## src/rtl/vdma_pkg.sv

```systemverilog
`default_nettype none
// ----------------------------------------------------------------------------
// vdma_pkg
// Types and codes shared by the VRAM DMA controller modules.
// ----------------------------------------------------------------------------
package vdma_pkg;

   typedef enum logic [1:0] {
      OP_WRITE = 2'd0,
      OP_READ  = 2'd1,
      OP_TICK  = 2'd2,
      OP_QUERY = 2'd3
   } op_type;

   localparam logic [2:0] SEL_SRC_HI = 3'd0;
   localparam logic [2:0] SEL_SRC_LO = 3'd1;
   localparam logic [2:0] SEL_DST_HI = 3'd2;
   localparam logic [2:0] SEL_DST_LO = 3'd3;
   localparam logic [2:0] SEL_CTRL   = 3'd4;

   localparam logic [6:0] BLOCKS_IDLE   = 7'h7F;
   localparam logic [7:0] ADDR_LO_MASK  = 8'hF0;
   localparam logic [4:0] DST_HI_MASK   = 5'h1F;
   localparam logic [7:0] UNUSED_READ   = 8'hFF;
   localparam logic [1:0] MODE_HBLANK   = 2'd0;

   typedef struct packed {
      op_type     op;
      logic [2:0] reg_sel;
      logic [7:0] write_data;
      logic [1:0] video_mode;
   } req_type;

   typedef struct packed {
      logic [7:0]  read_data;
      logic        transfer_active;
      logic        copy_valid;
      logic [15:0] src_addr;
      logic [12:0] vram_addr;
      logic        last;
   } rsp_type;

endpackage
`default_nettype wire

```

## src/rtl/vdma_regs.sv

```systemverilog
`default_nettype none
// ----------------------------------------------------------------------------
// vdma_regs
// Address registers, transfer counters and the per-cycle result logic.
// ----------------------------------------------------------------------------
module vdma_regs
   import vdma_pkg::*;
#(
   parameter int BYTES_PER_TICK = 2,
   parameter int BLOCK_BYTES    = 16
) (
   input  wire logic    clock,
   input  wire logic    reset,
   input  wire logic    fire,
   input  wire req_type item,
   output rsp_type      result,
   output logic         done
);

   localparam int CNT_W  = $clog2(BLOCK_BYTES + 1);
   localparam int STEP_W = (BYTES_PER_TICK > 1) ? $clog2(BYTES_PER_TICK) : 1;
   localparam logic [CNT_W-1:0]  BLOCK_CNT = CNT_W'(BLOCK_BYTES);
   localparam logic [CNT_W-1:0]  ONE_CNT   = CNT_W'(1);
   localparam logic [STEP_W-1:0] STEP_LAST = STEP_W'(BYTES_PER_TICK - 1);

   logic [15:0]       src_ff, src_in;
   logic [15:0]       dst_ff, dst_in;
   logic              running_ff, running_in;
   logic              hblank_ff, hblank_in;
   logic [6:0]        blocks_ff, blocks_in;
   logic [CNT_W-1:0]  bytes_ff, bytes_in;
   logic              was_hblank_ff, was_hblank_in;
   logic [STEP_W-1:0] step_ff, step_in;

   logic in_hblank;
   logic block_end;

   always_comb begin
      src_in        = src_ff;
      dst_in        = dst_ff;
      running_in    = running_ff;
      hblank_in     = hblank_ff;
      blocks_in     = blocks_ff;
      bytes_in      = bytes_ff;
      was_hblank_in = was_hblank_ff;
      step_in       = '0;
      result        = '0;
      result.last   = 1'b1;
      done          = 1'b1;
      block_end     = 1'b0;
      in_hblank     = (item.video_mode == MODE_HBLANK);

      unique case (item.op)
         OP_WRITE: begin
            unique case (item.reg_sel)
               SEL_SRC_HI: src_in[15:8] = item.write_data;
               SEL_SRC_LO: src_in[7:0]  = item.write_data & ADDR_LO_MASK;
               SEL_DST_HI: dst_in[15:8] = {3'b000, item.write_data[4:0] & DST_HI_MASK};
               SEL_DST_LO: dst_in[7:0]  = item.write_data & ADDR_LO_MASK;
               SEL_CTRL: begin
                  if (!running_ff) begin
                     hblank_in  = item.write_data[7];
                     blocks_in  = item.write_data[6:0];
                     bytes_in   = BLOCK_CNT;
                     running_in = 1'b1;
                  end else begin
                     running_in = item.write_data[7];
                  end
               end
               default: ;
            endcase
         end
         OP_READ: begin
            unique case (item.reg_sel)
               SEL_SRC_HI: result.read_data = src_ff[15:8];
               SEL_SRC_LO: result.read_data = src_ff[7:0];
               SEL_DST_HI: result.read_data = dst_ff[15:8];
               SEL_DST_LO: result.read_data = dst_ff[7:0];
               SEL_CTRL:   result.read_data = {~running_ff, blocks_ff};
               default:    result.read_data = UNUSED_READ;
            endcase
         end
         OP_QUERY: begin
            was_hblank_in = in_hblank;
            if (running_ff) begin
               if (!hblank_ff) begin
                  result.transfer_active = 1'b1;
               end else begin
                  result.transfer_active = (!was_hblank_ff && in_hblank) ||
                     (bytes_ff != '0 && bytes_ff < BLOCK_CNT);
               end
            end
         end
         OP_TICK: begin
            if (running_ff) begin
               if (bytes_ff != '0) begin
                  // one copy command per cycle in which fire is high
                  result.copy_valid = 1'b1;
                  result.src_addr   = src_ff;
                  result.vram_addr  = dst_ff[12:0];
                  src_in   = src_ff + 16'd1;
                  dst_in   = dst_ff + 16'd1;
                  bytes_in = bytes_ff - ONE_CNT;
                  if (step_ff == STEP_LAST || bytes_ff == ONE_CNT) begin
                     block_end = (bytes_ff == ONE_CNT);
                  end else begin
                     result.last = 1'b0;
                     done        = 1'b0;
                     step_in     = step_ff + 1'b1;
                  end
               end else begin
                  block_end = 1'b1;
               end
               if (block_end) begin
                  if (blocks_ff != '0) begin
                     blocks_in = blocks_ff - 7'd1;
                     bytes_in  = BLOCK_CNT;
                  end else begin
                     blocks_in  = BLOCKS_IDLE;
                     running_in = 1'b0;
                  end
               end
            end
         end
         default: ;
      endcase
   end

   always_ff @(posedge clock) begin
      if (reset) begin
         src_ff        <= '0;
         dst_ff        <= '0;
         running_ff    <= 1'b0;
         hblank_ff     <= 1'b0;
         blocks_ff     <= BLOCKS_IDLE;
         bytes_ff      <= BLOCK_CNT;
         was_hblank_ff <= 1'b0;
         step_ff       <= '0;
      end else if (fire) begin
         src_ff        <= src_in;
         dst_ff        <= dst_in;
         running_ff    <= running_in;
         hblank_ff     <= hblank_in;
         blocks_ff     <= blocks_in;
         bytes_ff      <= bytes_in;
         was_hblank_ff <= was_hblank_in;
         step_ff       <= step_in;
      end
   end

endmodule
`default_nettype wire

```

## src/rtl/vram_dma_controller.sv

```systemverilog
`default_nettype none
// ----------------------------------------------------------------------------
// vram_dma_controller
// VRAM DMA unit: general and h-blank transfers issued as byte copy commands.
// ----------------------------------------------------------------------------
// Requests arrive on req_valid/req_ready with a req_type payload: register
// write, register read, transfer tick or activity query. Each request gives
// one or more responses on rsp_valid/rsp_ready; rsp_data.last marks the
// final one of a request.
// A request is taken into an input register; the result logic registers its
// responses in the output register. Writes, reads, queries and idle ticks
// give one response each and sustain one request per cycle while the
// receiver does not stall. A running tick gives one copy command per cycle
// while the receiver keeps up, up to BYTES_PER_TICK (fewer at the end of a
// block). The next request is taken in the cycle the current one finishes.
// When the receiver stalls, the output register holds its response and the
// input register holds the pending request; req_ready drops until room frees.
// Synchronous reset clears both addresses, stops any transfer, sets the
// block count to 0x7F and empties both registers.
// ----------------------------------------------------------------------------
module vram_dma_controller
   import vdma_pkg::*;
#(
   parameter int BYTES_PER_TICK = 2,
   parameter int BLOCK_BYTES    = 16
) (
   input  wire logic    clock,
   input  wire logic    reset,
   input  wire logic    req_valid,
   output logic         req_ready,
   input  wire req_type req_data,
   output logic         rsp_valid,
   input  wire logic    rsp_ready,
   output rsp_type      rsp_data
);

   logic    cur_valid_ff;
   req_type cur_ff;
   logic    rsp_valid_ff;
   rsp_type rsp_data_ff;

   logic    fire;
   logic    done;
   rsp_type result;

   assign fire      = cur_valid_ff && (!rsp_valid_ff || rsp_ready);
   assign req_ready = !cur_valid_ff || (fire && done);
   assign rsp_valid = rsp_valid_ff;
   assign rsp_data  = rsp_data_ff;

   vdma_regs #(
      .BYTES_PER_TICK (BYTES_PER_TICK),
      .BLOCK_BYTES    (BLOCK_BYTES)
   ) u_regs (
      .clock  (clock),
      .reset  (reset),
      .fire   (fire),
      .item   (cur_ff),
      .result (result),
      .done   (done)
   );

   always_ff @(posedge clock) begin
      if (reset) begin
         cur_valid_ff <= 1'b0;
      end else if (req_valid && req_ready) begin
         cur_valid_ff <= 1'b1;
      end else if (fire && done) begin
         cur_valid_ff <= 1'b0;
      end
   end

   always_ff @(posedge clock) begin
      if (req_valid && req_ready) begin
         cur_ff <= req_data;
      end
   end

   always_ff @(posedge clock) begin
      if (reset) begin
         rsp_valid_ff <= 1'b0;
      end else if (fire) begin
         rsp_valid_ff <= 1'b1;
      end else if (rsp_ready) begin
         rsp_valid_ff <= 1'b0;
      end
   end

   always_ff @(posedge clock) begin
      if (fire) begin
         rsp_data_ff <= result;
      end
   end

endmodule
`default_nettype wire

```

## config.mk

```make
export PLATFORM = sky130hd
export DESIGN_NAME = vram_dma_controller
export DESIGN_NICKNAME = d
export VERILOG_FILES = /design/src/rtl/vdma_pkg.sv /design/src/rtl/vdma_regs.sv /design/src/rtl/vram_dma_controller.sv
export SDC_FILE = /design/constraint.sdc
export NUM_CORES = 1
export LEC_CHECK = 0
export BUFFER_PORTS_ARGS = -buffer_cell sky130_fd_sc_hd__buf_4
export CAP_MARGIN = 10
export CORE_ASPECT_RATIO = 0.6
export CORE_MARGIN = 2
export CORE_UTILIZATION = 30
export CTS_BUF_LIST = sky130_fd_sc_hd__clkbuf_16
export CTS_CLUSTER_DIAMETER = 150
export DETAILED_ROUTE_END_ITERATION = 6
export HOLD_SLACK_MARGIN = 0.03
export PLACE_DENSITY = 0.5
export SETUP_SLACK_MARGIN = 0.1
export SKIP_LAST_GASP = 1
export SLEW_MARGIN = 0
export SYNTH_ARGS = -nofsm -noshare
export SYNTH_HDL_FRONTEND = slang
export SYNTH_SLANG_ARGS = --single-unit
```

## constraint.sdc

```tcl
create_clock -name clock -period 3.1 [get_ports clock]
set_clock_uncertainty 0.1 [all_clocks]
set_input_delay 0.155 -clock clock [delete_from_list [all_inputs] [get_ports clock]]
set_output_delay 0.155 -clock clock [all_outputs]
set_load 0.005 [all_outputs]
```

Yosys cells after proc, flatten, opt, wreduce, memory -nomap -nowiden
Cells that the tools add are included.
- latch bits: 0
- bits in read-only memories: 0
- register bits: 105
- bits in writable memories: 0
- memories kept: 0
- output and inout port bits: 42
- $add $sub $neg: 5
- muxes and demuxes: 48
- $mul: 0
- div/mod/pow operators: 0
- shift-type cells: 0
- bitwise gates (word level): 1
- equal/unequal tests: 17
- reduce and logical (&&, ||, !) cells: 32
- $lt $le $gt $ge: 1
- operator list (operator ; count):
    16-bit two-way mux ; 4
    16-bit one-hot mux with 2 select lines ; 2
    8-bit one-hot mux with 5 select lines ; 1
    7-bit two-way mux ; 5
    16-bit by 1-bit adder with 16-bit output, second input constant ; 2
    8-bit two-way mux ; 4
    31-bit two-way mux ; 1
    5-bit two-way mux ; 6
    5-bit AND reduction ; 5
    1-bit two-way mux ; 22
    7-bit one-hot mux with 2 select lines ; 1
    2-bit inequality test, second input constant ; 5
    5-bit one-hot mux with 2 select lines ; 1
    2-bit by 1-bit inequality test with 1-bit output, second input constant ; 4
    7-bit nonzero test ; 1
    7-bit by 1-bit subtractor with 7-bit output, second input constant ; 1
    3-bit by 2-bit equality test with 1-bit output, second input constant ; 2
    2-bit AND reduction ; 3
    3-bit AND reduction ; 2
    6-bit AND reduction ; 1
    2-bit nonzero test ; 3
    5-bit by 1-bit equality test with 1-bit output, second input constant ; 1
    1-bit logical AND ; 5
    5-bit less-than comparator, second input constant ; 1
    14 further kinds ; 21

Depth between registers and ports, before layout
- depth in word-level cells: 10
- depth in mapped cells: 8
- depth with buffers taken out: 7

Hierarchy
From an unflattened synthesis, not the netlist that was laid out.
- cell total of the unflattened synthesis: 554
- area, all modules: 5398.9 um2
- by module, submodules not included (module ; times used ; area an instance (um2) ; cells an instance ; sequential area each (um2)):
    vdma_regs ; 1 ; 3631.0 ; 486 ; 960.9
    vram_dma_controller ; 1 ; 1767.9 ; 68 ; 1691.6

Worst setup path before layout
No wires, ideal clock.
- path kind: register to register
- start: register u_regs.bytes_ff[0]
- end: register cur_ff[0] in the netlist's numbering, enable pin
- library setup time: 0.372 ns
- arrival: 1.929 ns
- period minus slack after synthesis: 2.401 ns
- path buffers: 0
- slack: 0.699 ns
- stages on the path, launching flop included: 8
- cell sequence: dfxtp_1 > inv_1 > ha_1 > nor2_1 > nor4_1 > nor3_1 > o21ai_0 > and2_1
- cells in the longest elaborated chain, start to end: 9
- elaborated cells between the ends (all ways): 10
- RTL lines (item ; line ; RTL):
    start: declaration ; vdma_regs.sv:31 ; logic [CNT_W-1:0] bytes_ff, bytes_in;
    start signal: assignment ; vdma_regs.sv:145 ; bytes_ff <= bytes_in;
    5-bit by 1-bit equality test with 1-bit output ; vdma_regs.sv:104 ; if (step_ff == STEP_LAST || bytes_ff == ONE_CNT) begin
    1-bit logical OR ; vdma_regs.sv:104 ;
    1-bit two-way mux ; vdma_regs.sv:104 ;
    1-bit two-way mux * ; vdma_regs.sv:96 ; if (bytes_ff != '0) begin
    1-bit two-way mux * ; vdma_regs.sv:95 ; if (running_ff) begin
    1-bit two-way mux * ; vdma_regs.sv:53 ; unique case (item.op)
    1-bit logical AND * ; vram_dma_controller.sv:47 ; assign req_ready = !cur_valid_ff || (fire && done);
    1-bit logical OR * ; vram_dma_controller.sv:47 ;
    net req_ready ; vram_dma_controller.sv:30 ; output logic req_ready,
    1-bit logical AND * ; vram_dma_controller.sv:74 ; if (req_valid && req_ready) begin
    end signal: assignment ; vram_dma_controller.sv:75 ; cur_ff <= req_data;
    end: declaration ; vram_dma_controller.sv:38 ; req_type cur_ff;
The timed path passes the listed nets; every way through them passes the cells marked *.
A chain may end at the register's enable or synchronous reset.

Final worst setup path
- start: register u_regs.bytes_ff[0]
- end: register u_regs.blocks_ff[4]
- cells in the longest elaborated chain, start to end: 8
- elaborated cells between the ends (all ways): 9
- RTL lines (item ; line ; RTL):
    5-bit by 1-bit equality test with 1-bit output ; vdma_regs.sv:104, vdma_regs.sv:105 ;
    1-bit logical OR ; vdma_regs.sv:104 ;
    1-bit two-way mux ; vdma_regs.sv:104 ;
    1-bit two-way mux * ; vdma_regs.sv:96 ;
    1-bit two-way mux * ; vdma_regs.sv:95 ;
    1-bit two-way mux * ; vdma_regs.sv:53 ;
    2-bit by 1-bit inequality test with 1-bit output (no line) * ; n/a ;
    6-bit AND reduction (no line) * ; n/a ;
    end signal: assignment ; vdma_regs.sv:144 ; blocks_ff <= blocks_in;
    end: declaration ; vdma_regs.sv:30 ; logic [6:0] blocks_ff, blocks_in;
Every way passes the cells marked *; elsewhere a longest branch is shown, timed or not. The select of a mux whose other input is x is not followed.

==> flow_summary.yaml <==
logic_synthesis:
  syn_area_per_cell_um2: 9.57
  syn_nets: 581
  synth_top_area_cell: "edfxtp_1"
  synthTopCellsByCount: "57 x a21oi_1, 55 x edfxtp_1, 50 x dfxtp_1"
  synth.yosys.seq_area_share: 0.498
  synth_edf_count: 55
  ys_ff_latch: 105
  synth.area.top_cells: "edfxtp_1 31%, dfxtp_1 19%, a21oi_1 5.4%"
  synth_ff_type: "edfxtp_1"
  synth_most_common_cell: "a21oi_1"
  synth_top_area_share: 0.310
  syn_inst: 556
  synth_async_sr_flop_share: 0
  netlist_area_mm2: 0.00532
  synthDistinctLibCells: 60
  yosysWarnings: 0
run_status:
  status: "complete, no violations"
cts:
  h-tree-depth: 3
  numClockSinks: 105
  path_clk_slew_ps: 70
  root_buffer: "clkbuf_16"
  cts_resized: 0
  cts_tree: "yes"
  cts_setup_buffers: 0
  cts_made_buffers: 9
  cts_buffer_depth: 2
  insertion_delay_ps: 350
routing:
  firstDrtPassIters: 5
  drt_iter0_markers: 372
  drc: 0
  routed_wl_mm: 15.2
  route.vias.total: 4538
  vias_per_cell: 5.26
  post_drt_wl_per_cell_um: 17.7
  antenna_left: 0
floorplanning:
  coreArea_mm2: 0.0173
  pin_count: 61
  die_x_um: 176
  fp-row-count: 37
  start_util: 0.308
  die-area_mm2: 0.0189
  chipHeight_um: 107
finish:
  finalNetCount: 648
  num-fill-cells: 1743
  area_growth_pct: 22.7
  final_util: 0.378
  drive_above_1_share: 0.174
  antenna_cells: 0
  multi_input_area_mm2: 0.00247
  fin_area_mm2: 0.00653
  regArea_mm2: 0.00265
global_routing:
  antenna_found_initial: 0
  grt_pass1_wl_mm: 24.0
  grt_overflow: 0
  grt_usage: 0.164
  first_global_vias: 4245
  grt_max_degree: 45
worst_setup_path:
  r2r_start: "u_regs.bytes_ff[0]"
  setup.worst_path.class: "flip-flop to flip-flop"
  arrival_ps: 2560
  path_max_fanout: 13
  critical_path.endpoint_type: "flip-flop"
  setup.worst_path.start: "u_regs.bytes_ff[0]"
  required_ps: 3230
  cp-start-kind: "flip-flop"
pwr:
  finalPower_mw: 3.18
  power.density_mw_per_mm2: 488
  p_seq_frac: 0.492
  p_leak_nw: 2.29
  p_sw_frac: 0.234
  pwr-share-comb: 0.101
  p_sw_mw: 0.745
  peakVddDrop_uv: 251
  p_int_mw: 2.44
  pwr-share-clk: 0.407
timing:
  fin_hold_ws_ps: 85.8
  maxSlewViolCount: 0
  worst_pin_slew_ps: 930
  hold_viol: 0
  maxSlewHeadroom: 0.377
  rsz0062_at_grt: "false"
  min_period_ps: 2430
  post-route-period-util: 0.783
  clock.fmax_mhz: 412
  setup_viol: 0
  setup_tns_ps: 0
flow_run:
  max-cap-violations: 0
placement:
  portBuffers: 60
  finalWeightedCongestion: 0.854
  place_area_mm2: 0.00603
  dpl.hpwl_mm: 11.1
hold_path:
  min_path_type: "input pin to flip-flop"
  hold_start: "rsp_ready"
## final timing paths
kind / cells after the start / end / slack (ps)
hold reg to reg: 2 / u_regs.step_ff / 360
setup / recovery: 8 / u_regs.blocks_ff[4] / 670
setup reg to reg: 8 / u_regs.blocks_ff[4] / 670
hold / removal: 3 / rsp_valid / 90
## metal layers
metal / routed length [µm] / vias up / global-route usage / part of all wire
met3: 1080 / 15 / 0.0390 / 0.071
li1: - / 2186 / - / -
met5: 0 / - / 0 / 0
met4: 122 / 0 / 0.0331 / 0.0080
met2: 6170 / 162 / 0.230 / 0.40
met1: 7870 / 2175 / 0.253 / 0.52
## critical path, stage by stage, from the launching register on
cell and delay, ps:
dfxtp_1 360, inv_1 100, ha_1 260, nor2_1 120, nor4_1 60, buf_4 170, o211ai_1 750, o21ai_0 240
o31a_1 150
## sequential cells by signal (all words and copies together), names as in the netlist
signal	cells
cur_ff	15
rsp_valid	1
u_regs.blocks_ff	7
u_regs.hblank_ff	1
u_regs.running_ff	1
cur_valid_ff	1
u_regs.src_ff	16
u_regs.was_hblank_ff	1
u_regs.bytes_ff	5
u_regs.step_ff	1
u_regs.dst_ff	16
rsp_data	40
## repair_timing
| action | CTS | global route |
|---|---|---|
| hold buffers | 16 | 0 |
| endpoints found under the hold margin | 16 | 0 |
| setup endpoints to repair | 0 | 0 |
## area by class of cell
| type | instances | share of cell area |
|---|---|---|
| clock buffers | 9 | 0.0345 |
| clock inverters | 7 | 0.0173 |
| inverters | 15 | 0.00863 |
| multi-input cells | 402 | 0.379 |
| flip-flops and latches | 105 | 0.406 |
| well taps | 234 | 0.0449 |
| repair buffers | 90 | 0.110 |
## stage by stage
step	setup WS (ps)	cells
floorplan	699	556
global placement	805	830
detailed placement	721	830
CTS	705	862
global route	525	862
finish	674	862
## layout by cell type (no fill, tap or decap), drive strengths merged, types with 3 or more instances in the layout
| master | synthesis | routed |
|---|---|---|
| buf | 14 | 74 |
| a21oi | 57 | 57 |
| edfxtp | 55 | 55 |
| dfxtp | 50 | 50 |
| nand2 | 50 | 50 |
| o21ai | 49 | 49 |
| nor2 | 40 | 40 |
| and2 | 36 | 36 |
| nand3 | 19 | 19 |
| inv | 15 | 17 |
| dlygate4sd3 | 0 | 16 |
| nor3 | 12 | 12 |
| a211oi | 9 | 9 |
| clkbuf | 20 | 9 |
| mux2i | 8 | 8 |
| nor2b | 7 | 7 |
| and3 | 7 | 7 |
| nor4 | 6 | 6 |
| and4 | 6 | 6 |
| a31oi | 6 | 6 |
| o31ai | 6 | 6 |
| ha | 6 | 6 |
| nand2b | 5 | 5 |
| o21a | 5 | 5 |
| nand4 | 5 | 5 |
| mux2 | 5 | 5 |
| nor4b | 5 | 5 |
| a41oi | 4 | 4 |
| o31a | 4 | 4 |
| xnor2 | 4 | 4 |
| o32ai | 4 | 4 |
| nor3b | 3 | 3 |
| o211ai | 3 | 3 |
| bufinv | 0 | 3 |
| a21o | 3 | 3 |
## power groups by stage
stage / clock network, mW / registers, mW / logic [mW]
2_1_floorplan: 0 / 1.58 / 0.174
3_3_place_gp: 0 / 1.59 / 0.301
3_5_place_dp: 0 / 1.60 / 0.306
4_1_cts: 1.32 / 1.57 / 0.322
5_1_grt: 1.37 / 1.57 / 0.354
6_report: 1.30 / 1.57 / 0.323
## kinds of logic (layout without fill, tap and decap cells)
logic type / Yosys count / after routing / share of synthesized area
adder cells (fa/ha/maj): 6 / 6 / 0.0141
multiplexers: 14 / 14 / 0.0299
flip-flops: 105 / 105 / 0.498
AND/OR/NAND/NOR: 211 / 211 / 0.212
XOR/XNOR: 4 / 4 / 0.00658
buffers and inverters: 49 / 121 / 0.0369
AO/OA/AOI/OAI: 167 / 167 / 0.202
No activity file was read; power rests on OpenSTA's default activity.
